### config.mk
export PLATFORM = sky130hd
export DESIGN_NAME = ieee488_handshake_engine_unit
export DESIGN_NICKNAME = d
export VERILOG_FILES = /design/src/hw/rtl/ihe_pkg.sv /design/src/hw/rtl/ihe_queue.sv /design/src/hw/rtl/ihe_front.sv /design/src/hw/rtl/ihe_back.sv /design/src/hw/rtl/ieee488_handshake_engine_unit.sv
export SDC_FILE = /design/constraint.sdc
export NUM_CORES = 1
export LEC_CHECK = 0
export BUFFER_PORTS_ARGS = -buffer_cell sky130_fd_sc_hd__buf_2
export CORE_MARGIN = 5
export CORE_UTILIZATION = 40
export CTS_CLUSTER_DIAMETER = 100
export CTS_CLUSTER_SIZE = 24
export DETAILED_ROUTE_END_ITERATION = 8
export HOLD_SLACK_MARGIN = 0.12
export SYNTH_ARGS = -nofsm -noshare
export SYNTH_HDL_FRONTEND = slang
export SYNTH_HIERARCHICAL = 1
export SYNTH_SLANG_ARGS = --single-unit
export TNS_END_PERCENT = 20
### constraint.sdc
create_clock -name aclk -period 4.1 [get_ports aclk]
set_input_delay 1.23 -clock aclk [delete_from_list [all_inputs] [get_ports aclk]]
set_output_delay 1.23 -clock aclk [all_outputs]
set_load 0.01 [all_outputs]
### src/hw/rtl/ihe_pkg.sv
// Shared types and constants for the IEEE-488 handshake engine.
// No dependencies; every other file of the engine uses this package.
`default_nettype none

package ihe_pkg;

    localparam logic [1:0] OP_NONE = 2'd0;
    localparam logic [1:0] OP_SEND = 2'd1;
    localparam logic [1:0] OP_RECV = 2'd2;

    localparam logic [1:0] ST_NONE    = 2'd0;
    localparam logic [1:0] ST_DONE    = 2'd1;
    localparam logic [1:0] ST_TIMEOUT = 2'd2;

    localparam logic [1:0] EOS_CRLF     = 2'd0;
    localparam logic [1:0] EOS_CR       = 2'd1;
    localparam logic [1:0] EOS_LF       = 2'd2;
    localparam logic [1:0] EOS_EOI_ONLY = 2'd3;

    localparam logic [1:0] CFG_TIMEOUT_LIMIT = 2'd0;
    localparam logic [1:0] CFG_EOS_MODE      = 2'd1;

    localparam logic [7:0] CHAR_CR       = 8'h0D;
    localparam logic [7:0] CHAR_LF       = 8'h0A;
    localparam logic [7:0] WAIT_FOREVER  = 8'hFF;
    localparam logic [7:0] DATA_FLOAT    = 8'hFF;
    localparam logic [7:0] TIMEOUT_RESET = 8'hFF;

    typedef struct packed {
        logic [1:0] opcode;
        logic [7:0] tx_byte;
        logic       tx_last;
        logic       use_eoi;
        logic       until_eoi;
        logic [7:0] bus_data;
        logic       line_dav;
        logic       line_nrfd;
        logic       line_ndac;
        logic       line_eoi;
        logic       line_atn;
        logic       tick;
    } in_t;

    typedef struct packed {
        logic [7:0] drive_data;
        logic       drive_dav_low;
        logic       drive_eoi_low;
        logic       drive_nrfd_low;
        logic       drive_ndac_low;
        logic       talker_mode;
        logic       busy_res;
        logic [1:0] status;
        logic [7:0] rx_byte;
        logic       rx_eoi;
        logic       rx_atn;
        logic       msg_end;
    } out_t;

    // classified request as it travels from front to back
    typedef struct packed {
        logic       cmd_send;
        logic       cmd_recv;
        logic [7:0] tx_byte;
        logic       tx_eoi;
        logic       eoi_only;
        logic [7:0] rx_byte;
        logic       dav_high;
        logic       nrfd_high;
        logic       ndac_high;
        logic       eoi_asserted;
        logic       atn_asserted;
        logic       tick;
    } item_t;

    typedef struct packed {
        logic       wr_en;
        logic [1:0] index;
        logic [7:0] data;
    } cfg_wr_t;

endpackage

`default_nettype wire

### src/hw/rtl/ihe_queue.sv
// Short register queue between the front and back of the handshake engine.
// Depends on ihe_pkg for the request type.
`default_nettype none

module ihe_queue #(
    parameter int DEPTH = 4
) (
    input  wire logic           aclk,
    input  wire logic           aresetn,
    input  wire logic           push,
    input  wire ihe_pkg::item_t push_item,
    output logic                full,
    input  wire logic           pop,
    output logic                head_valid,
    output ihe_pkg::item_t      head_item
);

    localparam int AW = (DEPTH > 1) ? $clog2(DEPTH) : 1;
    localparam int CW = $clog2(DEPTH + 1);
    localparam logic [AW-1:0] LAST = AW'(DEPTH - 1);
    localparam logic [CW-1:0] FULL_COUNT = CW'(DEPTH);

    ihe_pkg::item_t mem [DEPTH];

    logic [AW-1:0] wr_ptr_reg, wr_ptr_next;
    logic [AW-1:0] rd_ptr_reg, rd_ptr_next;
    logic [CW-1:0] count_reg, count_next;
    logic          do_push, do_pop;

    assign full       = (count_reg == FULL_COUNT);
    assign head_valid = (count_reg != '0);
    assign head_item  = mem[rd_ptr_reg];
    assign do_push    = push && !full;
    assign do_pop     = pop && head_valid;

    always_comb begin
        wr_ptr_next = wr_ptr_reg;
        rd_ptr_next = rd_ptr_reg;
        count_next  = count_reg;
        if (do_push) begin
            wr_ptr_next = (wr_ptr_reg == LAST) ? '0 : wr_ptr_reg + 1'b1;
        end
        if (do_pop) begin
            rd_ptr_next = (rd_ptr_reg == LAST) ? '0 : rd_ptr_reg + 1'b1;
        end
        if (do_push && !do_pop) begin
            count_next = count_reg + 1'b1;
        end else if (do_pop && !do_push) begin
            count_next = count_reg - 1'b1;
        end
    end

    always_ff @(posedge aclk) begin
        if (!aresetn) begin
            wr_ptr_reg <= '0;
            rd_ptr_reg <= '0;
            count_reg  <= '0;
        end else begin
            wr_ptr_reg <= wr_ptr_next;
            rd_ptr_reg <= rd_ptr_next;
            count_reg  <= count_next;
        end
    end

    always_ff @(posedge aclk) begin
        if (do_push) begin
            mem[wr_ptr_reg] <= push_item;
        end
    end

endmodule

`default_nettype wire

### src/hw/rtl/ihe_front.sv
// Front end: accepts bus samples and commands and classifies them into requests.
// Depends on ihe_pkg; feeds ihe_queue.
`default_nettype none

module ihe_front (
    input  wire logic           s_valid,
    output logic                s_ready,
    input  wire ihe_pkg::in_t   s_data,
    input  wire logic           queue_full,
    output logic                push,
    output ihe_pkg::item_t      push_item
);

    assign s_ready = !queue_full;
    assign push    = s_valid && !queue_full;

    always_comb begin
        push_item.cmd_send     = (s_data.opcode == ihe_pkg::OP_SEND);
        push_item.cmd_recv     = (s_data.opcode == ihe_pkg::OP_RECV);
        push_item.tx_byte      = s_data.tx_byte;
        push_item.tx_eoi       = s_data.use_eoi && s_data.tx_last;
        push_item.eoi_only     = s_data.until_eoi;
        push_item.rx_byte      = ~s_data.bus_data;
        push_item.dav_high     = s_data.line_dav;
        push_item.nrfd_high    = s_data.line_nrfd;
        push_item.ndac_high    = s_data.line_ndac;
        push_item.eoi_asserted = !s_data.line_eoi;
        push_item.atn_asserted = !s_data.line_atn;
        push_item.tick         = s_data.tick;
    end

endmodule

`default_nettype wire

### src/hw/rtl/ihe_back.sv
// Back end: handshake state machine, wait timer, terminator check, result register.
// Depends on ihe_pkg; consumes requests from ihe_queue.
`default_nettype none

module ihe_back (
    input  wire logic             aclk,
    input  wire logic             aresetn,
    input  wire ihe_pkg::cfg_wr_t cfg_wr,
    input  wire logic             head_valid,
    input  wire ihe_pkg::item_t   head_item,
    output logic                  pop,
    output logic                  m_valid,
    input  wire logic             m_ready,
    output ihe_pkg::out_t         m_data
);

    localparam logic [2:0] PH_IDLE     = 3'd0;
    localparam logic [2:0] PH_TX_NRFD  = 3'd1;
    localparam logic [2:0] PH_TX_NDAC  = 3'd2;
    localparam logic [2:0] PH_RX_DAVLO = 3'd3;
    localparam logic [2:0] PH_RX_DAVHI = 3'd4;

    logic [7:0] timeout_limit_reg;
    logic [1:0] eos_mode_reg;

    logic [2:0] phase_reg, phase_next;
    logic       talker_reg, talker_next;
    logic [7:0] wait_count_reg, wait_count_next;
    logic [7:0] held_byte_reg, held_byte_next;
    logic       held_eoi_reg, held_eoi_next;
    logic       held_atn_reg, held_atn_next;
    logic       eoi_only_reg, eoi_only_next;
    logic       prev_cr_reg, prev_cr_next;

    logic          m_valid_reg, m_valid_next;
    ihe_pkg::out_t m_data_reg, m_data_next;

    logic [7:0] count_ticked;
    logic       expired;
    logic [1:0] term;
    logic [1:0] status;
    logic       rx_done;
    logic       mend;

    assign pop     = head_valid && (!m_valid_reg || m_ready);
    assign m_valid = m_valid_reg;
    assign m_data  = m_data_reg;

    assign count_ticked = (head_item.tick && wait_count_reg != 8'hFF)
                        ? wait_count_reg + 8'd1 : wait_count_reg;
    assign expired = (timeout_limit_reg != ihe_pkg::WAIT_FOREVER)
                  && (count_ticked > timeout_limit_reg);
    assign term = eoi_only_reg ? ihe_pkg::EOS_EOI_ONLY : eos_mode_reg;

    always_comb begin
        phase_next      = phase_reg;
        talker_next     = talker_reg;
        wait_count_next = wait_count_reg;
        held_byte_next  = held_byte_reg;
        held_eoi_next   = held_eoi_reg;
        held_atn_next   = held_atn_reg;
        eoi_only_next   = eoi_only_reg;
        prev_cr_next    = prev_cr_reg;
        status          = ihe_pkg::ST_NONE;
        rx_done         = 1'b0;
        mend            = 1'b0;

        case (phase_reg)
            PH_IDLE: begin
                if (head_item.cmd_send) begin
                    talker_next     = 1'b1;
                    held_byte_next  = head_item.tx_byte;
                    held_eoi_next   = head_item.tx_eoi;
                    wait_count_next = '0;
                    phase_next      = PH_TX_NRFD;
                end else if (head_item.cmd_recv) begin
                    talker_next     = 1'b0;
                    held_eoi_next   = 1'b0;
                    eoi_only_next   = head_item.eoi_only;
                    wait_count_next = '0;
                    phase_next      = PH_RX_DAVLO;
                end
            end
            PH_TX_NRFD: begin
                if (head_item.nrfd_high) begin
                    phase_next      = PH_TX_NDAC;
                    wait_count_next = '0;
                end else begin
                    wait_count_next = count_ticked;
                end
            end
            PH_TX_NDAC: begin
                if (head_item.ndac_high) begin
                    phase_next    = PH_IDLE;
                    held_eoi_next = 1'b0;
                    status        = ihe_pkg::ST_DONE;
                end else begin
                    wait_count_next = count_ticked;
                end
            end
            PH_RX_DAVLO: begin
                if (!head_item.dav_high) begin
                    held_byte_next  = head_item.rx_byte;
                    held_eoi_next   = head_item.eoi_asserted;
                    held_atn_next   = head_item.atn_asserted;
                    phase_next      = PH_RX_DAVHI;
                    wait_count_next = '0;
                end else begin
                    wait_count_next = count_ticked;
                end
            end
            PH_RX_DAVHI: begin
                if (head_item.dav_high) begin
                    phase_next = PH_IDLE;
                    status     = ihe_pkg::ST_DONE;
                    rx_done    = 1'b1;
                    if (held_eoi_reg) begin
                        mend = 1'b1;
                    end else if (held_byte_reg == ihe_pkg::CHAR_CR) begin
                        mend = (term == ihe_pkg::EOS_CR);
                    end else if (held_byte_reg == ihe_pkg::CHAR_LF) begin
                        mend = (term == ihe_pkg::EOS_LF)
                            || (prev_cr_reg && term == ihe_pkg::EOS_CRLF);
                    end
                    prev_cr_next = mend ? 1'b0 : (held_byte_reg == ihe_pkg::CHAR_CR);
                end else begin
                    wait_count_next = count_ticked;
                end
            end
            default: begin
                talker_next   = 1'b0;
                phase_next    = PH_IDLE;
                held_eoi_next = 1'b0;
            end
        endcase

        // drop back to listener on an expired wait
        if (phase_reg != PH_IDLE && status == ihe_pkg::ST_NONE && expired
                && phase_next == phase_reg) begin
            talker_next   = 1'b0;
            phase_next    = PH_IDLE;
            held_eoi_next = 1'b0;
            prev_cr_next  = 1'b0;
            status        = ihe_pkg::ST_TIMEOUT;
        end
    end

    always_comb begin
        m_data_next.drive_data     = talker_next ? ~held_byte_next : ihe_pkg::DATA_FLOAT;
        m_data_next.drive_dav_low  = talker_next && (phase_next == PH_TX_NDAC);
        m_data_next.drive_eoi_low  = talker_next && held_eoi_next
                                  && (phase_next == PH_TX_NRFD || phase_next == PH_TX_NDAC);
        m_data_next.drive_nrfd_low = !talker_next && (phase_next != PH_RX_DAVLO);
        m_data_next.drive_ndac_low = !talker_next && (phase_next != PH_RX_DAVHI);
        m_data_next.talker_mode    = talker_next;
        m_data_next.busy_res       = (phase_next != PH_IDLE);
        m_data_next.status         = status;
        m_data_next.rx_byte        = rx_done ? held_byte_next : 8'd0;
        m_data_next.rx_eoi         = rx_done && held_eoi_next;
        m_data_next.rx_atn         = rx_done && held_atn_next;
        m_data_next.msg_end        = mend;

        m_valid_next = m_valid_reg;
        if (pop) begin
            m_valid_next = 1'b1;
        end else if (m_ready) begin
            m_valid_next = 1'b0;
        end
    end

    always_ff @(posedge aclk) begin
        if (!aresetn) begin
            timeout_limit_reg <= ihe_pkg::TIMEOUT_RESET;
            eos_mode_reg      <= ihe_pkg::EOS_CRLF;
        end else if (cfg_wr.wr_en) begin
            case (cfg_wr.index)
                ihe_pkg::CFG_TIMEOUT_LIMIT: timeout_limit_reg <= cfg_wr.data;
                ihe_pkg::CFG_EOS_MODE:      eos_mode_reg      <= cfg_wr.data[1:0];
                default: begin
                end
            endcase
        end
    end

    always_ff @(posedge aclk) begin
        if (!aresetn) begin
            phase_reg      <= PH_IDLE;
            talker_reg     <= 1'b0;
            wait_count_reg <= '0;
            held_byte_reg  <= '0;
            held_eoi_reg   <= 1'b0;
            held_atn_reg   <= 1'b0;
            eoi_only_reg   <= 1'b0;
            prev_cr_reg    <= 1'b0;
            m_valid_reg    <= 1'b0;
        end else begin
            m_valid_reg <= m_valid_next;
            if (pop) begin
                phase_reg      <= phase_next;
                talker_reg     <= talker_next;
                wait_count_reg <= wait_count_next;
                held_byte_reg  <= held_byte_next;
                held_eoi_reg   <= held_eoi_next;
                held_atn_reg   <= held_atn_next;
                eoi_only_reg   <= eoi_only_next;
                prev_cr_reg    <= prev_cr_next;
            end
        end
    end

    always_ff @(posedge aclk) begin
        if (pop) begin
            m_data_reg <= m_data_next;
        end
    end

endmodule

`default_nettype wire

### src/hw/rtl/ieee488_handshake_engine_unit.sv
// Top level of the IEEE-488 three-wire handshake engine: front, queue, back.
// Depends on ihe_pkg, ihe_front, ihe_queue and ihe_back.
// Path: a request is queued, then its result is registered in the back.
// Throughput: one request per cycle while m_valid is low or m_ready high.
// Reset: queue emptied, engine idle listener, timeout_limit 255, eos_mode 0.
`default_nettype none

module ieee488_handshake_engine_unit #(
    parameter int QUEUE_DEPTH = 4
) (
    input  wire logic          aclk,
    input  wire logic          aresetn,
    input  wire logic          s_valid,
    output logic               s_ready,
    input  wire ihe_pkg::in_t  s_data,
    output logic               m_valid,
    input  wire logic          m_ready,
    output ihe_pkg::out_t      m_data,
    input  wire logic          cfg_valid,
    output logic               cfg_ready,
    input  wire logic [1:0]    cfg_index,
    input  wire logic [7:0]    cfg_data
);

    logic             queue_full;
    logic             push;
    ihe_pkg::item_t   push_item;
    logic             pop;
    logic             head_valid;
    ihe_pkg::item_t   head_item;
    ihe_pkg::cfg_wr_t cfg_wr;

    assign cfg_ready    = 1'b1;
    assign cfg_wr.wr_en = cfg_valid;
    assign cfg_wr.index = cfg_index;
    assign cfg_wr.data  = cfg_data;

    ihe_front u_front (
        .s_valid    (s_valid),
        .s_ready    (s_ready),
        .s_data     (s_data),
        .queue_full (queue_full),
        .push       (push),
        .push_item  (push_item)
    );

    ihe_queue #(
        .DEPTH (QUEUE_DEPTH)
    ) u_queue (
        .aclk       (aclk),
        .aresetn    (aresetn),
        .push       (push),
        .push_item  (push_item),
        .full       (queue_full),
        .pop        (pop),
        .head_valid (head_valid),
        .head_item  (head_item)
    );

    ihe_back u_back (
        .aclk       (aclk),
        .aresetn    (aresetn),
        .cfg_wr     (cfg_wr),
        .head_valid (head_valid),
        .head_item  (head_item),
        .pop        (pop),
        .m_valid    (m_valid),
        .m_ready    (m_ready),
        .m_data     (m_data)
    );

endmodule

`default_nettype wire
Yosys cells after proc, flatten, opt, wreduce, memory -nomap -nowiden
Memory sizes are Yosys's and may differ from the RTL's. A register that Yosys moved wholly into a read port is not among the register bits.
Index checks and enable logic that the tools add are counted.

word-level totals
  register bits after elaboration = 69
  bits in latches = 0
  bits in writable memories = 104
  bits in read-only memories = 0
  input bits = 42
  output and inout bits = 30
  logic and storage cells = 166
  memories kept = 1

operators by class
  $add $sub $neg = 5
  multiply operators = 0
  div/mod/pow operators = 0
  order comparisons = 1
  eq/ne operators = 24
  shift-type cells = 0
  multiplexer cells = 56
  bitwise logic cells = 3
  reduce and logical (&&, ||, !) cells = 50

memory list
  name         words  bits a word  rd ports  clocked after memory_dff  wr ports  RTL line         text
  u_queue.mem  4      26           1         1                         1         ihe_queue.sv:23  ihe_pkg::item_t mem [DEPTH];

operators with widths
  kind                                                                    number
  8-bit 2-to-1 mux                                                        9
  8-bit one-hot mux with 5 select lines                                   1
  1-bit 2-to-1 mux                                                        27
  3-bit 2-to-1 mux                                                        9
  1-bit logical AND                                                       20
  8-bit by 4-bit equality test with 1-bit output (second input constant)  2
  8-bit != test (second input constant)                                   2
  8-bit NOT                                                               2
  8-bit one-hot mux with 2 select lines                                   1
  3-bit one-hot mux with 5 select lines                                   1
  2-bit 2-to-1 mux                                                        5
  3-bit by 2-bit equality test with 1-bit output (second input constant)  3
  3-bit nonzero test                                                      3
  8-bit by 1-bit adder with 8-bit output (second input constant)          1
  2-bit equality test (second input constant)                             4
  8-bit greater-than comparator                                           1
  2-bit nonzero test                                                      4
  1-bit zero test                                                         7
  2-bit by 1-bit equality test with 1-bit output (second input constant)  3
  3-bit by 1-bit equality test with 1-bit output (second input constant)  2
  3-bit equality test (second input constant)                             2
  2-bit zero test                                                         3
  3-bit != test (second input constant)                                   2
  2-bit AND reduction                                                     3
  18 further kinds                                                        22

Logic depth before layout (Yosys ltp)
  depth after elaboration = 13
  gate-level depth with buffers = 14
  mapped depth without buffers = 11

By module
Netlist, hierarchy kept.

modules (own cells, without submodules)
  module                         times used  cells each  area each (um2)  seq. area each (um2)
  ihe_queue                      1           187         4279.1           3303.2
  ihe_back                       1           331         3188.1           1511.4
  ihe_front                      1           28          166.4            0.0
  ieee488_handshake_engine_unit  1           2           11.3             0.0

Worst setup path before layout
Ideal clock, no wire load.

  kind = input to register
  from = input m_ready
  to = register u_queue.count_reg[2]
  library setup time = 0.076 ns
  arrival = 4.096 ns
  data required time = 4.024 ns
  slack = -0.071 ns
  stages on the path = 11
  path buffers = 2
  path through = nand2b_1 and2_1 clkbuf_1 buf_1 o31ai_1 ha_1 inv_1 fa_1 xor2_1 or3_1 a21boi_0

on the way
  longest elaborated chain between the ends = 6
  elaborated cells on any way between the ends = 8
  those cells by class = 1 x mux; 7 x reduce/logical

RTL lines
  item                                                           RTL line                             text
  start: declaration                                             ieee488_handshake_engine_unit.sv:17  input wire logic m_ready,
  1-bit logical OR *                                             ihe_back.sv:45                       assign pop = head_valid && (!m_valid_reg || m_ready);
  1-bit logical AND *                                            ihe_back.sv:45
  via pop                                                        ieee488_handshake_engine_unit.sv:28  logic pop;
  1-bit logical AND *                                            ihe_queue.sv:34                      assign do_pop = pop && head_valid;
  1-bit zero test                                                ihe_queue.sv:46                      if (do_push && !do_pop) begin
  1-bit logical AND                                              ihe_queue.sv:46
  3-bit 2-to-1 mux / 2-bit nonzero test (equally long branches)  -
  end signal: assignment                                         ihe_queue.sv:61                      count_reg <= count_next;
  end: declaration                                               ihe_queue.sv:27                      logic [CW-1:0] count_reg, count_next;

The timed path passes the listed nets; every way through them passes the cells marked *.
A chain may end at the register's enable or synchronous reset.

==> run metrics <==
initial antenna violation count=0; vias in the first global route=4507; TritonCTS clock tree=done; unrepaired setup endpoints after global routing=false; final number of max-transition violations=0; clock network latency to the later pin of the worst-skew pair=430 ps; max-slew headroom at the worst pin=45.7%; warning count from the yosys run=6; effective utilization at floorplan=40.7%; share of synthesized area occupied by flip-flops and latches=63.0%; maximum fanout along the worst path=22; final cycle utilization of the critical path=81.6%; type of the most critical hold path=reg -> reg; crit end category=flop; DR vias=4519; count of antenna diodes in the layout=0; first-pass iteration count of the detailed router=5; floorplan core area=18800 µm²; wire length of the first global-routing pass=24100 µm; largest area contributor in the netlist=edfxtp_1; Arr. time, crit path=3520 ps; post-CTS setup repair buffer count=0; Simple-Gate Fraction of Synth Area=11.1%; quantity of hold-fixing buffers added after cts=0; buffer cell driving the clock tree root=clkbuf_16; DRC errors left=0; Crit path largest cell delay=550 ps; critical path, cell by cell=mux4_2 > and3_1 > nand4_1 > mux2_2 > ha_1 > a21o_1 > a21o_1 > o221a_2 > or3_1; Period minus WS final=3340 ps; post-CTS clock slew at the launch and capture registers of the worst setup and hold paths=70 ps; leading register cell type out of synthesis=edfxtp_1; DIE AREA=22000 µm²; Critical-path top delay cell=mux4_2; Distinct cells, synth=63; Area Growth Syn to Fin=13.3%; FF-to-FF setup slack=760 ps; Avg Synthesized Cell Area=14.0 µm²; xor and xnor area share after synthesis=0.802%; maximum buffer depth of the clock tree=2; placed wire-length estimate after detailed placement=9980 µm; combinational family with the most area after synthesis=simple AND/OR/NAND/NOR gates; complex-gate fraction of the synthesized area=7.89%; final number of hold-violating endpoints=0; Mapped Nets=606; type of the setup path with the least slack=reg -> reg; fraction of synthesis flops using an asynchronous set or reset pin=0%; setup violation total in the final timing report=0; post-synth design cell area=7640 µm²; total track usage=14.1%; Peak VDD IR=349 µV; Die Y=148 µm; Most Frequent Cell on Critical Path=a21o_1; # Max-Cap Violations=0; wire length reported by the detailed router=14600 µm; total grt overflow=0; Power per Cell Area=659 nW/µm²; slew at the pin closest to its max-slew limit=813 ps; maximum frequency from static timing analysis=299 MHz; H-tree levels=4; post-cts repair resize count=0; summed negative setup slack over all endpoints=0 ps; remaining antenna violation count after routing=0; fraction of layout instances using a drive strength above 1=23.3%; count of input and output buffers=70; category of the worst setup path launch point=flop; nets@finish=663; post-synthesis register bit count=175; clock tree skew after final layout=9.11 ps; pin count of the biggest net entering global routing=56; routed len/inst=17.2 µm; die width=148 µm; number of enable flip-flop cells after synthesis=131; Leak Pwr=3.14 nW; Clock Sink Count=175; worst path required time=4270 ps; synthesized-area fraction occupied by adder cells=2.72%; WHS=506 ps; Gate Count Post-Synth=548; max reg flops=104; number of top-level pins=72; average via count per standard cell=5.30; routability-driven placement congestion ratio=0.823; portion of synthesized cell area occupied by the leading cell type=51.5%; multiplexer area fraction after synthesis=9.61%; number of clock buffers inserted by TritonCTS=17; number of DRC markers in iteration 0=404; leading cell types by total area after synthesis=edfxtp_1, dfxtp_1, mux4_2; run status=completed; std cell rows=50
## layout by cell type, fill, tap and decap left out, types with 3 or more instances in the layout
master	instances
a21boi_0	3
nand2b_1	5
xnor2_1	5
nor3_1	7
o211ai_1	8
nor2_1	33
nand2_1	42
a21o_1	6
mux2_2	3
clkbuf_16	17
a211oi_1	10
mux4_1	6
inv_1	24
inv_6	4
o21ai_0	6
clkinv_1	3
nor4_1	3
a31oi_1	3
ha_1	15
mux2i_1	7
nor2b_1	10
a21oi_1	16
inv_8	3
o22ai_1	5
nand3b_1	9
and2_1	8
edfxtp_1	131
dfxtp_1	44
buf_2	70
o32ai_1	4
nand3_1	14
mux4_2	21
clkinvlp_4	3
a222oi_1	8
buf_4	9
or3_1	13
nand4_1	6
## metal layers
layer | share of wire, % | vias up | wire length, µm | global-route usage (%)
met3 | 4.9 | 20 | 724 | 4.02
met5 | 0 | - | 0 | 0
li1 | - | 2191 | - | -
met1 | 47 | 2197 | 6810 | 18.8
met2 | 47 | 111 | 6820 | 22.0
met4 | 1.8 | 0 | 270 | 5.45
## power breakdown
| group | total, mW | switching (mW) | leakage (nW) | internal, mW |
|---|---|---|---|---|
| Combinational | 1.69 | 0.993 | 1.30 | 0.696 |
| Clock | 1.57 | 0.709 | 0.274 | 0.857 |
| Sequential | 2.46 | 0.152 | 1.57 | 2.30 |
| Total | 5.71 | 1.85 | 3.14 | 3.86 |
## cell usage after synthesis, types with 8 or more instances
cell	n
nand3b_1	9
or3_1	13
nand2_1	42
nor2_1	33
and2_1	9
a211oi_1	10
ha_1	15
nor2b_1	10
mux4_2	21
nand3_1	14
buf_4	15
o211ai_1	8
a21oi_1	16
inv_1	24
edfxtp_1	131
clkbuf_1	13
dfxtp_1	44
a222oi_1	8
## logic make-up (layout without fill, tap and decap cells)
kind of cell,after synthesis,after routing
AOI/OAI and AO/OA,83,83
buffers and inverters,66,136
muxes,37,37
xor gates and xnor gates,7,7
and+or+nand+nor,163,163
other,1,1
adders and majority gates,16,16
DFF,175,175
## final cells by class
class,instances,area (µm²)
clock buffers,17,425
clock inverters,15,154
fillers,1660,10100
inverters,25,93.8
multi-input cells,307,2460
flip-flops and latches,175,4810
well taps,234,293
repair buffers,79,418
## critical path: cells and delay by family (launching register included)
family                     cells  cell delay [ps]
AOI/OAI and AO/OA              3              770
adders and majority gates      1              300
DFF                            1              360
muxes                          2              900
and+or+nand+nor                3              760
## worst paths after layout
check,start,end,depth (start not counted)
max reg2reg,flop,u_back/m_data[24],9
min,u_back/wait_count_reg[6],u_back/wait_count_reg[6],2
max,flop,u_back/m_data[24],9
min reg2reg,u_back/wait_count_reg[6],u_back/wait_count_reg[6],2
## stage by stage
step | power, mW | util (%) | instance area, µm² | instances | worst slack [ps]
floorplan | 3.79 | - | 7650 | 548 | 268
global placement | 4.15 | 43.1 | 8080 | 820 | 818
detailed placement | 4.21 | 43.1 | 8080 | 820 | 752
CTS | 5.78 | 46.2 | 8660 | 852 | 744
global route | 6.05 | 46.2 | 8660 | 852 | 543
finish | 5.71 | 46.2 | 8660 | 852 | 756
Power figures use the tool's default switching activity.
